$ cat config.mk
export PLATFORM = sky130hd
export DESIGN_NAME = double_ended_queue_core
export DESIGN_NICKNAME = d
export VERILOG_FILES = /design/src/hw/rtl/deq_pkg.sv /design/src/hw/rtl/deq_ram.sv /design/src/hw/rtl/double_ended_queue_core.sv
export SDC_FILE = /design/constraint.sdc
export NUM_CORES = 2
export LEC_CHECK = 0
export ABC_AREA = 1
export BUFFER_PORTS_ARGS = -buffer_cell sky130_fd_sc_hd__buf_2
export CAP_MARGIN = 20
export CORE_MARGIN = 1.5
export CORE_UTILIZATION = 40
export DETAILED_ROUTE_END_ITERATION = 12
export HOLD_SLACK_MARGIN = 0.02
export PLACE_DENSITY = 0.52
export SYNTH_ARGS = -nofsm -noshare
export SYNTH_HDL_FRONTEND = slang
export SYNTH_SLANG_ARGS = --single-unit
$ cat constraint.sdc
create_clock -name clk_i -period 10 [get_ports clk_i]
set_input_delay 0 -clock clk_i [delete_from_list [all_inputs] [get_ports clk_i]]
set_output_delay 0 -clock clk_i [all_outputs]
set_load 0.005 [all_outputs]
$ cat src/hw/rtl/deq_pkg.sv
`timescale 1ns / 1ps
// ----------------------------------------------------------------------------
// deq_pkg
// Opcodes and status codes shared by the double-ended queue core.
// ----------------------------------------------------------------------------
package deq_pkg;

  typedef enum logic [2:0] {
    OP_PUSH_FRONT = 3'd0,
    OP_PUSH_BACK  = 3'd1,
    OP_POP_FRONT  = 3'd2,
    OP_POP_BACK   = 3'd3,
    OP_REVERSE    = 3'd4,
    OP_RESIZE     = 3'd5,
    OP_ASSIGN     = 3'd6,
    OP_CLEAR      = 3'd7
  } op_e;

  localparam logic [1:0] ST_OK        = 2'd0;
  localparam logic [1:0] ST_POP_EMPTY = 2'd1;
  localparam logic [1:0] ST_FULL      = 2'd2;

  localparam int unsigned OpW     = 3;
  localparam int unsigned DataW   = 32;
  localparam int unsigned TargetW = 7;
  localparam int unsigned StatusW = 2;

endpackage

$ cat src/hw/rtl/deq_ram.sv
`timescale 1ns / 1ps
// ----------------------------------------------------------------------------
// deq_ram
// Generic single-write, single-read RAM with a registered read port.
// ----------------------------------------------------------------------------
module deq_ram #(
  parameter int unsigned Width = 32,
  parameter int unsigned Depth = 64
) (
  input  logic                     clk_i,
  input  logic                     we_i,
  input  logic [$clog2(Depth)-1:0] waddr_i,
  input  logic [Width-1:0]         wdata_i,
  input  logic                     re_i,
  input  logic [$clog2(Depth)-1:0] raddr_i,
  output logic [Width-1:0]         rdata_o
);

  logic [Width-1:0] mem_q [Depth];
  logic [Width-1:0] rdata_q;

  always_ff @(posedge clk_i) begin
    if (we_i) begin
      mem_q[waddr_i] <= wdata_i;
    end
    if (re_i) begin
      rdata_q <= mem_q[raddr_i];
    end
  end

  assign rdata_o = rdata_q;

endmodule

$ cat src/hw/rtl/double_ended_queue_core.sv
`timescale 1ns / 1ps
// ----------------------------------------------------------------------------
// double_ended_queue_core
// Bounded double-ended queue kept in a circular RAM with head, count and
// direction registers.
// ----------------------------------------------------------------------------
// One transaction is taken at a time. Push, pop, reverse and clear pass
// through execute, RAM read and output register load after acceptance, and
// the output register load waits while the output is stalled. Resize and
// assign stay in execute while entries are written or removed one at a time;
// written entries go to both RAMs through one shared write address. A new
// transaction is accepted the cycle after the previous result is loaded into
// the output register, so a finished result may wait there while the next
// one is taken. Front and back values are read from two mirrored RAMs so
// both ends come back in the same read cycle.
module double_ended_queue_core #(
  parameter int unsigned CAPACITY    = 64,
  parameter int unsigned VALUE_WIDTH = 32
) (
  input  logic                          clk_i,
  input  logic                          rst_ni,
  input  logic                          in_valid_i,
  output logic                          in_stall_o,
  input  logic [deq_pkg::OpW-1:0]       opcode_i,
  input  logic [deq_pkg::DataW-1:0]     item_value_i,
  input  logic [deq_pkg::TargetW-1:0]   target_count_i,
  output logic                          out_valid_o,
  input  logic                          out_stall_i,
  output logic [deq_pkg::DataW-1:0]     front_value_o,
  output logic [deq_pkg::DataW-1:0]     back_value_o,
  output logic [deq_pkg::TargetW-1:0]   entry_count_o,
  output logic                          is_empty_o,
  output logic [deq_pkg::StatusW-1:0]   status_o
);

  localparam int unsigned AW = $clog2(CAPACITY);
  localparam int unsigned CW = $clog2(CAPACITY + 1);
  localparam int unsigned SW = CW + 1;
  localparam int unsigned TW = (CW > deq_pkg::TargetW) ? CW : deq_pkg::TargetW;

  localparam logic [1:0] S_IDLE = 2'd0;
  localparam logic [1:0] S_EXEC = 2'd1;
  localparam logic [1:0] S_READ = 2'd2;
  localparam logic [1:0] S_RESP = 2'd3;

  logic [1:0]                   state_q, state_d;
  logic [AW-1:0]                head_q, head_d;
  logic [CW-1:0]                cnt_q, cnt_d;
  logic                         rev_q, rev_d;
  deq_pkg::op_e                 op_q;
  logic [VALUE_WIDTH-1:0]       val_q;
  logic [CW-1:0]                tgt_q;
  logic [deq_pkg::TargetW-1:0]  rem_q, rem_d;
  logic [deq_pkg::StatusW-1:0]  st_q, st_d;

  logic                         out_valid_q;
  logic [deq_pkg::DataW-1:0]    front_q, back_q;
  logic [deq_pkg::TargetW-1:0]  count_out_q;
  logic                         empty_out_q;
  logic [deq_pkg::StatusW-1:0]  status_out_q;

  logic                         in_acc, out_free, tgt_over;
  logic                         full, empty, exec_done;
  logic                         add_front, add_back, drop_front, drop_back;
  logic                         first_add, last_add, first_drop, last_drop;
  logic [AW-1:0]                head_dec, head_inc, tail_slot, last_slot;
  logic [SW-1:0]                tail_sum, last_sum;
  logic                         ram_we, ram_re;
  logic [AW-1:0]                ram_waddr;
  logic [VALUE_WIDTH-1:0]       pf_data, pl_data, fv, bv;

  assign in_stall_o = (state_q != S_IDLE);
  assign in_acc     = in_valid_i && !in_stall_o;
  assign out_free   = !out_valid_q || !out_stall_i;
  assign tgt_over   = TW'(target_count_i) > TW'(CAPACITY);

  assign full  = (cnt_q == CW'(CAPACITY));
  assign empty = (cnt_q == '0);

  assign head_dec  = (head_q == '0) ? AW'(CAPACITY - 1) : head_q - 1'b1;
  assign head_inc  = (head_q == AW'(CAPACITY - 1)) ? '0 : head_q + 1'b1;
  assign tail_sum  = SW'(head_q) + SW'(cnt_q);
  assign tail_slot = (tail_sum >= SW'(CAPACITY)) ? AW'(tail_sum - SW'(CAPACITY))
                                                 : AW'(tail_sum);
  assign last_sum  = tail_sum - SW'(1);
  assign last_slot = (last_sum >= SW'(CAPACITY)) ? AW'(last_sum - SW'(CAPACITY))
                                                 : AW'(last_sum);

  always_comb begin
    add_front  = 1'b0;
    add_back   = 1'b0;
    drop_front = 1'b0;
    drop_back  = 1'b0;
    exec_done  = 1'b0;
    rev_d      = rev_q;
    rem_d      = rem_q;
    st_d       = st_q;
    cnt_d      = cnt_q;
    if (state_q == S_EXEC) begin
      case (op_q)
        deq_pkg::OP_PUSH_FRONT: begin
          exec_done = 1'b1;
          if (full) st_d = deq_pkg::ST_FULL;
          else add_front = 1'b1;
        end
        deq_pkg::OP_PUSH_BACK: begin
          exec_done = 1'b1;
          if (full) st_d = deq_pkg::ST_FULL;
          else add_back = 1'b1;
        end
        deq_pkg::OP_POP_FRONT: begin
          exec_done = 1'b1;
          if (empty) st_d = deq_pkg::ST_POP_EMPTY;
          else drop_front = 1'b1;
        end
        deq_pkg::OP_POP_BACK: begin
          exec_done = 1'b1;
          if (empty) st_d = deq_pkg::ST_POP_EMPTY;
          else drop_back = 1'b1;
        end
        deq_pkg::OP_REVERSE: begin
          exec_done = 1'b1;
          rev_d     = !rev_q;
        end
        deq_pkg::OP_RESIZE: begin
          if (cnt_q > tgt_q) drop_back = 1'b1;
          else if (cnt_q < tgt_q) add_back = 1'b1;
          else exec_done = 1'b1;
        end
        deq_pkg::OP_ASSIGN: begin
          if (rem_q == '0) begin
            exec_done = 1'b1;
          end else if (full) begin
            exec_done = 1'b1;
            st_d      = deq_pkg::ST_FULL;
          end else begin
            add_front = 1'b1;
            rem_d     = rem_q - 1'b1;
          end
        end
        deq_pkg::OP_CLEAR: begin
          exec_done = 1'b1;
        end
        default: begin
          exec_done = 1'b1;
        end
      endcase
    end

    first_add  = (add_front && !rev_q) || (add_back && rev_q);
    last_add   = (add_back && !rev_q) || (add_front && rev_q);
    first_drop = (drop_front && !rev_q) || (drop_back && rev_q);
    last_drop  = (drop_back && !rev_q) || (drop_front && rev_q);

    head_d = head_q;
    if (first_add) head_d = head_dec;
    else if (first_drop) head_d = head_inc;

    if (first_add || last_add) cnt_d = cnt_q + 1'b1;
    else if (first_drop || last_drop) cnt_d = cnt_q - 1'b1;
    else if ((state_q == S_EXEC) && (op_q == deq_pkg::OP_CLEAR)) cnt_d = '0;

    ram_we    = first_add || last_add;
    ram_waddr = first_add ? head_dec : tail_slot;
    ram_re    = (state_q == S_READ);

    state_d = state_q;
    case (state_q)
      S_IDLE:  if (in_acc) state_d = S_EXEC;
      S_EXEC:  if (exec_done) state_d = S_READ;
      S_READ:  state_d = S_RESP;
      S_RESP:  if (out_free) state_d = S_IDLE;
      default: state_d = S_IDLE;
    endcase
  end

  deq_ram #(
    .Width (VALUE_WIDTH),
    .Depth (CAPACITY)
  ) u_front_ram (
    .clk_i   (clk_i),
    .we_i    (ram_we),
    .waddr_i (ram_waddr),
    .wdata_i (val_q),
    .re_i    (ram_re),
    .raddr_i (head_q),
    .rdata_o (pf_data)
  );

  deq_ram #(
    .Width (VALUE_WIDTH),
    .Depth (CAPACITY)
  ) u_back_ram (
    .clk_i   (clk_i),
    .we_i    (ram_we),
    .waddr_i (ram_waddr),
    .wdata_i (val_q),
    .re_i    (ram_re),
    .raddr_i (last_slot),
    .rdata_o (pl_data)
  );

  assign fv = empty ? '0 : (rev_q ? pl_data : pf_data);
  assign bv = empty ? '0 : (rev_q ? pf_data : pl_data);

  always_ff @(posedge clk_i or negedge rst_ni) begin
    if (!rst_ni) begin
      state_q     <= S_IDLE;
      head_q      <= '0;
      cnt_q       <= '0;
      rev_q       <= 1'b0;
      out_valid_q <= 1'b0;
    end else begin
      state_q <= state_d;
      head_q  <= head_d;
      cnt_q   <= cnt_d;
      rev_q   <= rev_d;
      if ((state_q == S_RESP) && out_free) begin
        out_valid_q <= 1'b1;
      end else if (out_valid_q && !out_stall_i) begin
        out_valid_q <= 1'b0;
      end
    end
  end

  always_ff @(posedge clk_i) begin
    if (in_acc) begin
      op_q  <= deq_pkg::op_e'(opcode_i);
      val_q <= VALUE_WIDTH'(item_value_i);
      tgt_q <= tgt_over ? CW'(CAPACITY) : CW'(target_count_i);
      rem_q <= target_count_i;
      st_q  <= ((deq_pkg::op_e'(opcode_i) == deq_pkg::OP_RESIZE) && tgt_over)
               ? deq_pkg::ST_FULL : deq_pkg::ST_OK;
    end else begin
      rem_q <= rem_d;
      st_q  <= st_d;
    end
    if ((state_q == S_RESP) && out_free) begin
      front_q      <= deq_pkg::DataW'(fv);
      back_q       <= deq_pkg::DataW'(bv);
      count_out_q  <= deq_pkg::TargetW'(cnt_q);
      empty_out_q  <= empty;
      status_out_q <= st_q;
    end
  end

  assign out_valid_o   = out_valid_q;
  assign front_value_o = front_q;
  assign back_value_o  = back_q;
  assign entry_count_o = count_out_q;
  assign is_empty_o    = empty_out_q;
  assign status_o      = status_out_q;

`ifndef SYNTHESIS
  a_cnt_bound: assert property (@(posedge clk_i) disable iff (!rst_ni)
    cnt_q <= CW'(CAPACITY))
    else $error("entry count above capacity");

  a_head_bound: assert property (@(posedge clk_i) disable iff (!rst_ni)
    head_q <= AW'(CAPACITY - 1))
    else $error("head index out of range");

  a_accept_exec: assert property (@(posedge clk_i) disable iff (!rst_ni)
    in_acc |=> (state_q == S_EXEC))
    else $error("accepted transaction did not enter execute");

  a_result_src: assert property (@(posedge clk_i) disable iff (!rst_ni)
    $rose(out_valid_q) |-> ($past(state_q) == S_RESP))
    else $error("result issued outside response state");

  a_pop_empty: assert property (@(posedge clk_i) disable iff (!rst_ni)
    (out_valid_o && (status_o == deq_pkg::ST_POP_EMPTY)) |-> is_empty_o)
    else $error("pop-on-empty status with entries present");
`endif

endmodule
# After elaboration in Yosys (flattened, before gate mapping)
# Memory sizes are Yosys's and may differ from the RTL's. A register that Yosys moved wholly into a read port is not among the register bits.
# Index checks and enable logic that the tools add are counted.
# Widths: inputs -> output; s select.
[totals]
in_bits = 46
ram_bits = 4096
output_inout_bits = 76
elab_cells = 146
ff_bits = 142
memories = 2
[mem_list]
columns = ["name", "depth", "word_bits", "read_ports", "rd_ports_with_merged_regs", "write_ports", "line", "text"]
rows = [
  ["u_back_ram.mem_q", 64, 32, 1, 1, 1, "deq_ram.sv:19", "logic [Width-1:0] mem_q [Depth];"],
  ["u_front_ram.mem_q", 64, 32, 1, 1, 1, "deq_ram.sv:19", ""],
]
[op_classes]
addsub = 9
n_eq_ne = 20
order_cmp = 5
mux = 52
n_reduce_logical = 43
[ops]
columns = ["op", "count"]
rows = [
  ["$mux 32", 2],
  ["$mux 7", 8],
  ["$mux 6", 7],
  ["$mux 1", 20],
  ["$mux 2", 9],
  ["$sub 6x1->6 const B", 3],
  ["$ge 8x7->1 const B", 2],
  ["$eq 3x3->1 const B", 5],
  ["$logic_not 7->1", 2],
  ["$sub 7x1->7 const B", 2],
  ["$logic_and 1x1->1", 13],
  ["$ne 2x2->1 const B", 5],
  ["$reduce_bool 2->1", 5],
  ["$add 6x7->8", 1],
  ["$pmux 2 s4", 1],
  ["$reduce_and 4->1", 2],
  ["$sub 8x1->8 const B", 1],
  ["$add 7x1->7 const B", 1],
  ["$eq 7x7->1 const B", 1],
  ["$gt 7x7->1", 1],
  ["$gt 7x7->1 const B", 1],
  ["$logic_or 1x1->1", 7],
  ["$lt 7x7->1", 1],
  ["$add 6x1->6 const B", 1],
  ["other kinds (20)", 28],
]

# Longest topological paths before layout
[depth]
word_depth = 10
depth_mapped = 21
mapped_depth_nobuf = 16

# Modules after synthesis
# A second synthesis with hierarchy kept.
[unflattened]
hier_cells = 14265
hier_area_um2 = 173312.5
[modules_own_cells]
columns = ["module", "seq_area_each_um2", "cells_per_inst", "area_per_inst_um2", "instances"]
rows = [
  ["deq_ram", 62459.9, 6769, 83058.4, 2],
  ["double_ended_queue_core", 4179.0, 727, 7195.7, 1],
]

# Worst setup path after synthesis
# Ideal clock, no wire load.
[synth_timing]
kind = "reg-to-reg"
start = "register state_q[0]"
end = "register back_q (netlist bit back_value_o[0]), enable pin"
t_required_ps = 9470
slack_ps = 5328
synth_period_minus_slack_ps = 4672
path_buffers = 0
arrival_ps = 4141
path_stages_with_launch = 4
setup_time_ps = 530
cell_sequence = "dfrtp_1 ha_1 inv_1 a21oi_1"
[synth_via]
elab_chain_cells = 2
[synth_lines]
columns = ["item", "line", "text"]
rows = [
  ["start: declaration", "double_ended_queue_core.sv:46", "logic [1:0] state_q, state_d;"],
  ["start signal: assignment", "double_ended_queue_core.sv:214", "state_q <= state_d;"],
  ["$eq 2x2->1", "double_ended_queue_core.sv:238", "if ((state_q == S_RESP) && out_free) begin"],
  ["$logic_and 1x1->1", "double_ended_queue_core.sv:238", ""],
  ["end signal: assignment", "double_ended_queue_core.sv:240", "back_q <= deq_pkg::DataW'(bv);"],
  ["end: declaration", "double_ended_queue_core.sv:57", "logic [deq_pkg::DataW-1:0] front_q, back_q;"],
]
# No other way between the ends.
# A chain may end at the register's enable or synchronous reset.

# Worst setup path after layout
[layout_timing]
start = "register head_q[0]"
end = "register u_back_ram.rdata_q[26], in the netlist u_back_ram.rdata_o[26] (read register of u_back_ram.mem_q), data pin"
[layout_via]
elab_chain_cells = 4
elab_cells_between_ends = 5
cone_classes = "add/sub (3); order compare (1); mux (1)"
[layout_lines]
columns = ["item", "line", "text"]
rows = [
  ["start: declaration", "double_ended_queue_core.sv:47", "logic [AW-1:0] head_q, head_d;"],
  ["start signal: assignment", "double_ended_queue_core.sv:209", "head_q <= '0;"],
  ["start signal: assignment", "double_ended_queue_core.sv:215", "head_q <= head_d;"],
  ["$add 6x7->8 (*)", "double_ended_queue_core.sv:82", "assign tail_sum = SW'(head_q) + SW'(cnt_q);"],
  ["$sub 8x1->8 (*)", "double_ended_queue_core.sv:85", "assign last_sum = tail_sum - SW'(1);"],
  ["$ge 8x7->1 or $sub 6x1->6 (tied branches)", "double_ended_queue_core.sv:86", "assign last_slot = (last_sum >= SW'(CAPACITY)) ? AW'(last_sum - SW'(CAPACITY))"],
  ["$mux 6 (*)", "double_ended_queue_core.sv:86", ""],
  ["end: declaration", "deq_ram.sv:20", "logic [Width-1:0] rdata_q;"],
]
# Every way passes the cells marked *; elsewhere a longest branch is shown, timed or not.

==> results.json <==
{
  "status": "complete, no violations",
  "antenna_found_initial": 37,
  "drc": 0,
  "synth_fa_ha_area_frac": 0.00336,
  "tns_ns": 0,
  "critPathMaxStageDelay_ns": 1.03,
  "drt_first_pass_iters": 8,
  "design_area_sq_mm": 0.124,
  "setup_viol": 0,
  "rr_worst_depth": 14,
  "area_growth_pct": 12.0,
  "synth_top_family_by_area": "compound AO/OA/AOI/OAI gates",
  "tightest_slew_ns": 1.19,
  "grt_overflow": 0,
  "hold_viol": 0,
  "ant_nets": 0,
  "die_y_um": 528,
  "setup_ws_ns": 3.25,
  "critPathCaptureType": "flop",
  "fin_nets": 11300,
  "grt_usage": 0.313,
  "critPathTopFamily": "buffers and inverters",
  "async_reset_ff_frac": 0.00754,
  "die_w_um": 528,
  "reg2reg_from": "head_q[0]",
  "cts.htree.levels": 5,
  "synth_seq_area_share": 0.613,
  "cp-start-kind": "flop",
  "grt_max_degree": 220,
  "synthCells": 11500,
  "viasPerCell": 6.19,
  "root_buffer": "clkbuf_16",
  "grt_pass1_wl_um": 633000,
  "r2r-end": "u_back_ram.rdata_o[26]",
  "clk_path_buf_depth": 4,
  "port-buffer-count": 121,
  "dieArea_sq_mm": 0.279,
  "synth_compound_area_frac": 0.201,
  "crit_path_start": "head_q[0]",
  "report.final.slew_viol_count": 0,
  "synth_mux_area_frac": 0.0000907,
  "drt_iter0_drc": 14900,
  "maxSlewHeadroom": 0.207,
  "crit_chain": "ha_4, buf_4, buf_4, buf_4, buf_4, a21oi_1, o21ai_0, o21ai_0, o21ai_0, nand2_1, nand2_1, nand3_1, nand3_1, nand2_1",
  "synth-simple-area-share": 0.124,
  "cts_tree": "built",
  "critPathArrivalTime_ns": 7.39,
  "grt_pass1_vias": 86600,
  "synth-main-ff-cell": "edfxtp_1",
  "clk_pin_slew_ns": 0.06,
  "fp-row-count": 192,
  "setup.worst_path.end": "u_back_ram.rdata_o[26]",
  "routed_wl_um": 450000,
  "gp_congestion": 0.881,
  "routedWlPerCell_um": 29.7,
  "via_count": 93800,
  "clk_latency_ns": 0.94,
  "worstPathRequired_ns": 10.64,
  "initial_core_util": 0.403,
  "io_pins": 122,
  "fin_crit_sh": 0.675,
  "reg2reg_slack_ns": 3.25,
  "worstSetupPathDepth": 14,
  "critPathKind": "reg2reg",
  "holdWs_ns": 0.0868,
  "synth_edf_count": 2237,
  "cp_num_buf_inv": 4,
  "synth_xor_area_frac": 0.00117,
  "numCtsBuffers": 282,
  "ys_ff_latch": 2254,
  "cts_sinks": 2254,
  "finalCriticalPeriod_ns": 6.75,
  "dp_hpwl_um": 247000,
  "critPathSlowestCell": "ha_4",
  "crit_top_cell": "buf_4",
  "fin_worst_skew_ns": 0.0509,
  "pre_cts_ws_ns": 3.52,
  "placedInstanceArea_sq_mm": 0.114,
  "syn_area_sq_mm": 0.110,
  "synth_cell_types": 45,
  "core_region_area_sq_mm": 0.274,
  "fmax_mhz": 148,
  "min_path_type": "in2async",
  "cp_max_fo": 105,
  "yosysWarnings": 0,
  "rsz0062_at_grt": "no",
  "post_synth.cell_area_avg_sq_um": 9.61,
  "maxCapViolCount": 0,
  "synth_fp_nets": 11600,
  "layout-drive-gt1-share": 0.0733
}
-- cell usage in the layout (no fill, tap or decap), types with 11 or more instances in the layout --
cell type      synthesis  layout
diode_2                0      11
clkinv_2               0      35
inv_1                630     625
clkinv_1               2      48
nor2_1              1269    1203
clkbuf_1             495      71
o211ai_1             257     257
buf_4                 31     191
nand2_1             1387    1385
nand4_1               45      45
o22ai_1               66      66
buf_2                290     121
buf_12                 0      31
nor2_4                 7      75
ha_1                  28      25
o21ai_0             2593    2593
a21oi_1             1054    1053
clkbuf_16              0     288
nand3_1              585     585
bufinv_16              0      12
edfxtp_1            2237    2237
dlygate4sd3_1          0      91
o21ai_1              291     291
-- cells by family after synthesis --
group                    after synthesis
AO/OA/AOI/OAI                       4275
AND/OR/NAND/NOR                     3337
flip-flops                          2254
buffers and inverters               1571
adder cells (fa/ha/maj)               29
XOR/XNOR                              13
multiplexers                           1
-- tightest hold or removal path: stages --
cell	delay, ns
dlygate4sd3_1	0.52
dlygate4sd3_1	0.55
buf_2	0.13
buf_12	0.17
-- final cells by class --
cell class / count / area (sq um)
Timing Repair Buffer: 437 / 3630
Tap cell: 3686 / 4610
Multi-Input combinational cell: 7655 / 36900
Antenna cell: 11 / 27.5
Inverter: 641 / 2450
Sequential cell: 2254 / 67600
Clock inverter: 107 / 822
Fill cell: 25400 / 150000
Clock buffer: 366 / 7570
-- stage by stage --
| step | std cells | utilization |
|---|---|---|
| floorplan | 11500 | - |
| global placement | 14600 | 0.416 |
| detailed placement | 14600 | 0.417 |
| CTS | 15100 | 0.451 |
| global route | 15100 | 0.451 |
| finish | 15200 | 0.451 |
-- how the worst min path moves through the flow --
stage	startpoint	endpoint	slack [ns]	depth (start not counted)
6_report	rst_ni	rev_q	0.09	4
5_1_grt	rst_ni	rev_q	0.10	4
4_1_cts	rst_ni	rev_q	0.03	4
3_5_place_dp	rst_ni	out_valid_o	0.01	1
3_3_place_gp	rst_ni	out_valid_o	0.01	1
2_1_floorplan	rst_ni	cnt_q[0]	-0.30	0
-- repair_timing --
action                     4_1_cts  5_1_grt
gates resized for setup          0        0
hold buffers                    92        0
setup endpoints to repair        0        0
hold endpoints to repair       153        0
setup buffers                    0        0
-- synth_stat cells (6+ instances only) --
master / number / share of area
o21ai_0: 2593 / 0.12
edfxtp_1: 2237 / 0.61
nand2_1: 1387 / 0.047
nor2_1: 1269 / 0.043
a21oi_1: 1054 / 0.048
inv_1: 630 / 0.021
nand3_1: 585 / 0.027
clkbuf_1: 495 / 0.017
o21ai_1: 291 / 0.013
buf_2: 290 / 0.013
o211ai_1: 257 / 0.017
buf_1: 105 / 0.0036
o22ai_1: 66 / 0.0037
nand4_1: 45 / 0.0026
buf_4: 31 / 0.0021
ha_1: 28 / 0.0032
dfrtp_1: 17 / 0.0039
nand2_2: 10 / 0.00057
buf_6: 9 / 0.00092
inv_2: 8 / 0.00027
nand2_4: 7 / 0.00071
nor2_4: 7 / 0.00071
nor2_2: 6 / 0.00034
nor3_1: 6 / 0.00027
o221ai_1: 6 / 0.00048
xor2_1: 6 / 0.00048
-- state kept, by name, summed over array words and instances, names as in the netlist --
| signal | count |
|---|---|
| u_front_ram.mem_q | 2016 |
| back_value_o | 32 |
| front_value_o | 32 |
| u_back_ram.mem_q | 32 |
| u_back_ram.rdata_o | 32 |
| u_front_ram.rdata_o | 32 |
| val_q | 32 |
| cnt_q | 7 |
| entry_count_o | 7 |
| rem_q | 7 |
| tgt_q | 7 |
| head_q | 6 |
| op_q | 3 |
| st_q | 2 |
| state_q | 2 |
| status_o | 2 |
| is_empty_o | 1 |
| out_valid_o | 1 |
| rev_q | 1 |
-- metal layers --
layer	routed length [um]	vias up	global-route usage
li1	-	40400	-
met1	177000	46000	0.426
met5	143	-	0
met4	22800	22	0.146
met2	197000	6141	0.474
met3	52500	1188	0.0695
Power is not shown: default switching activity piles up to over one toggle a cycle in this logic, so the estimate is an artifact.
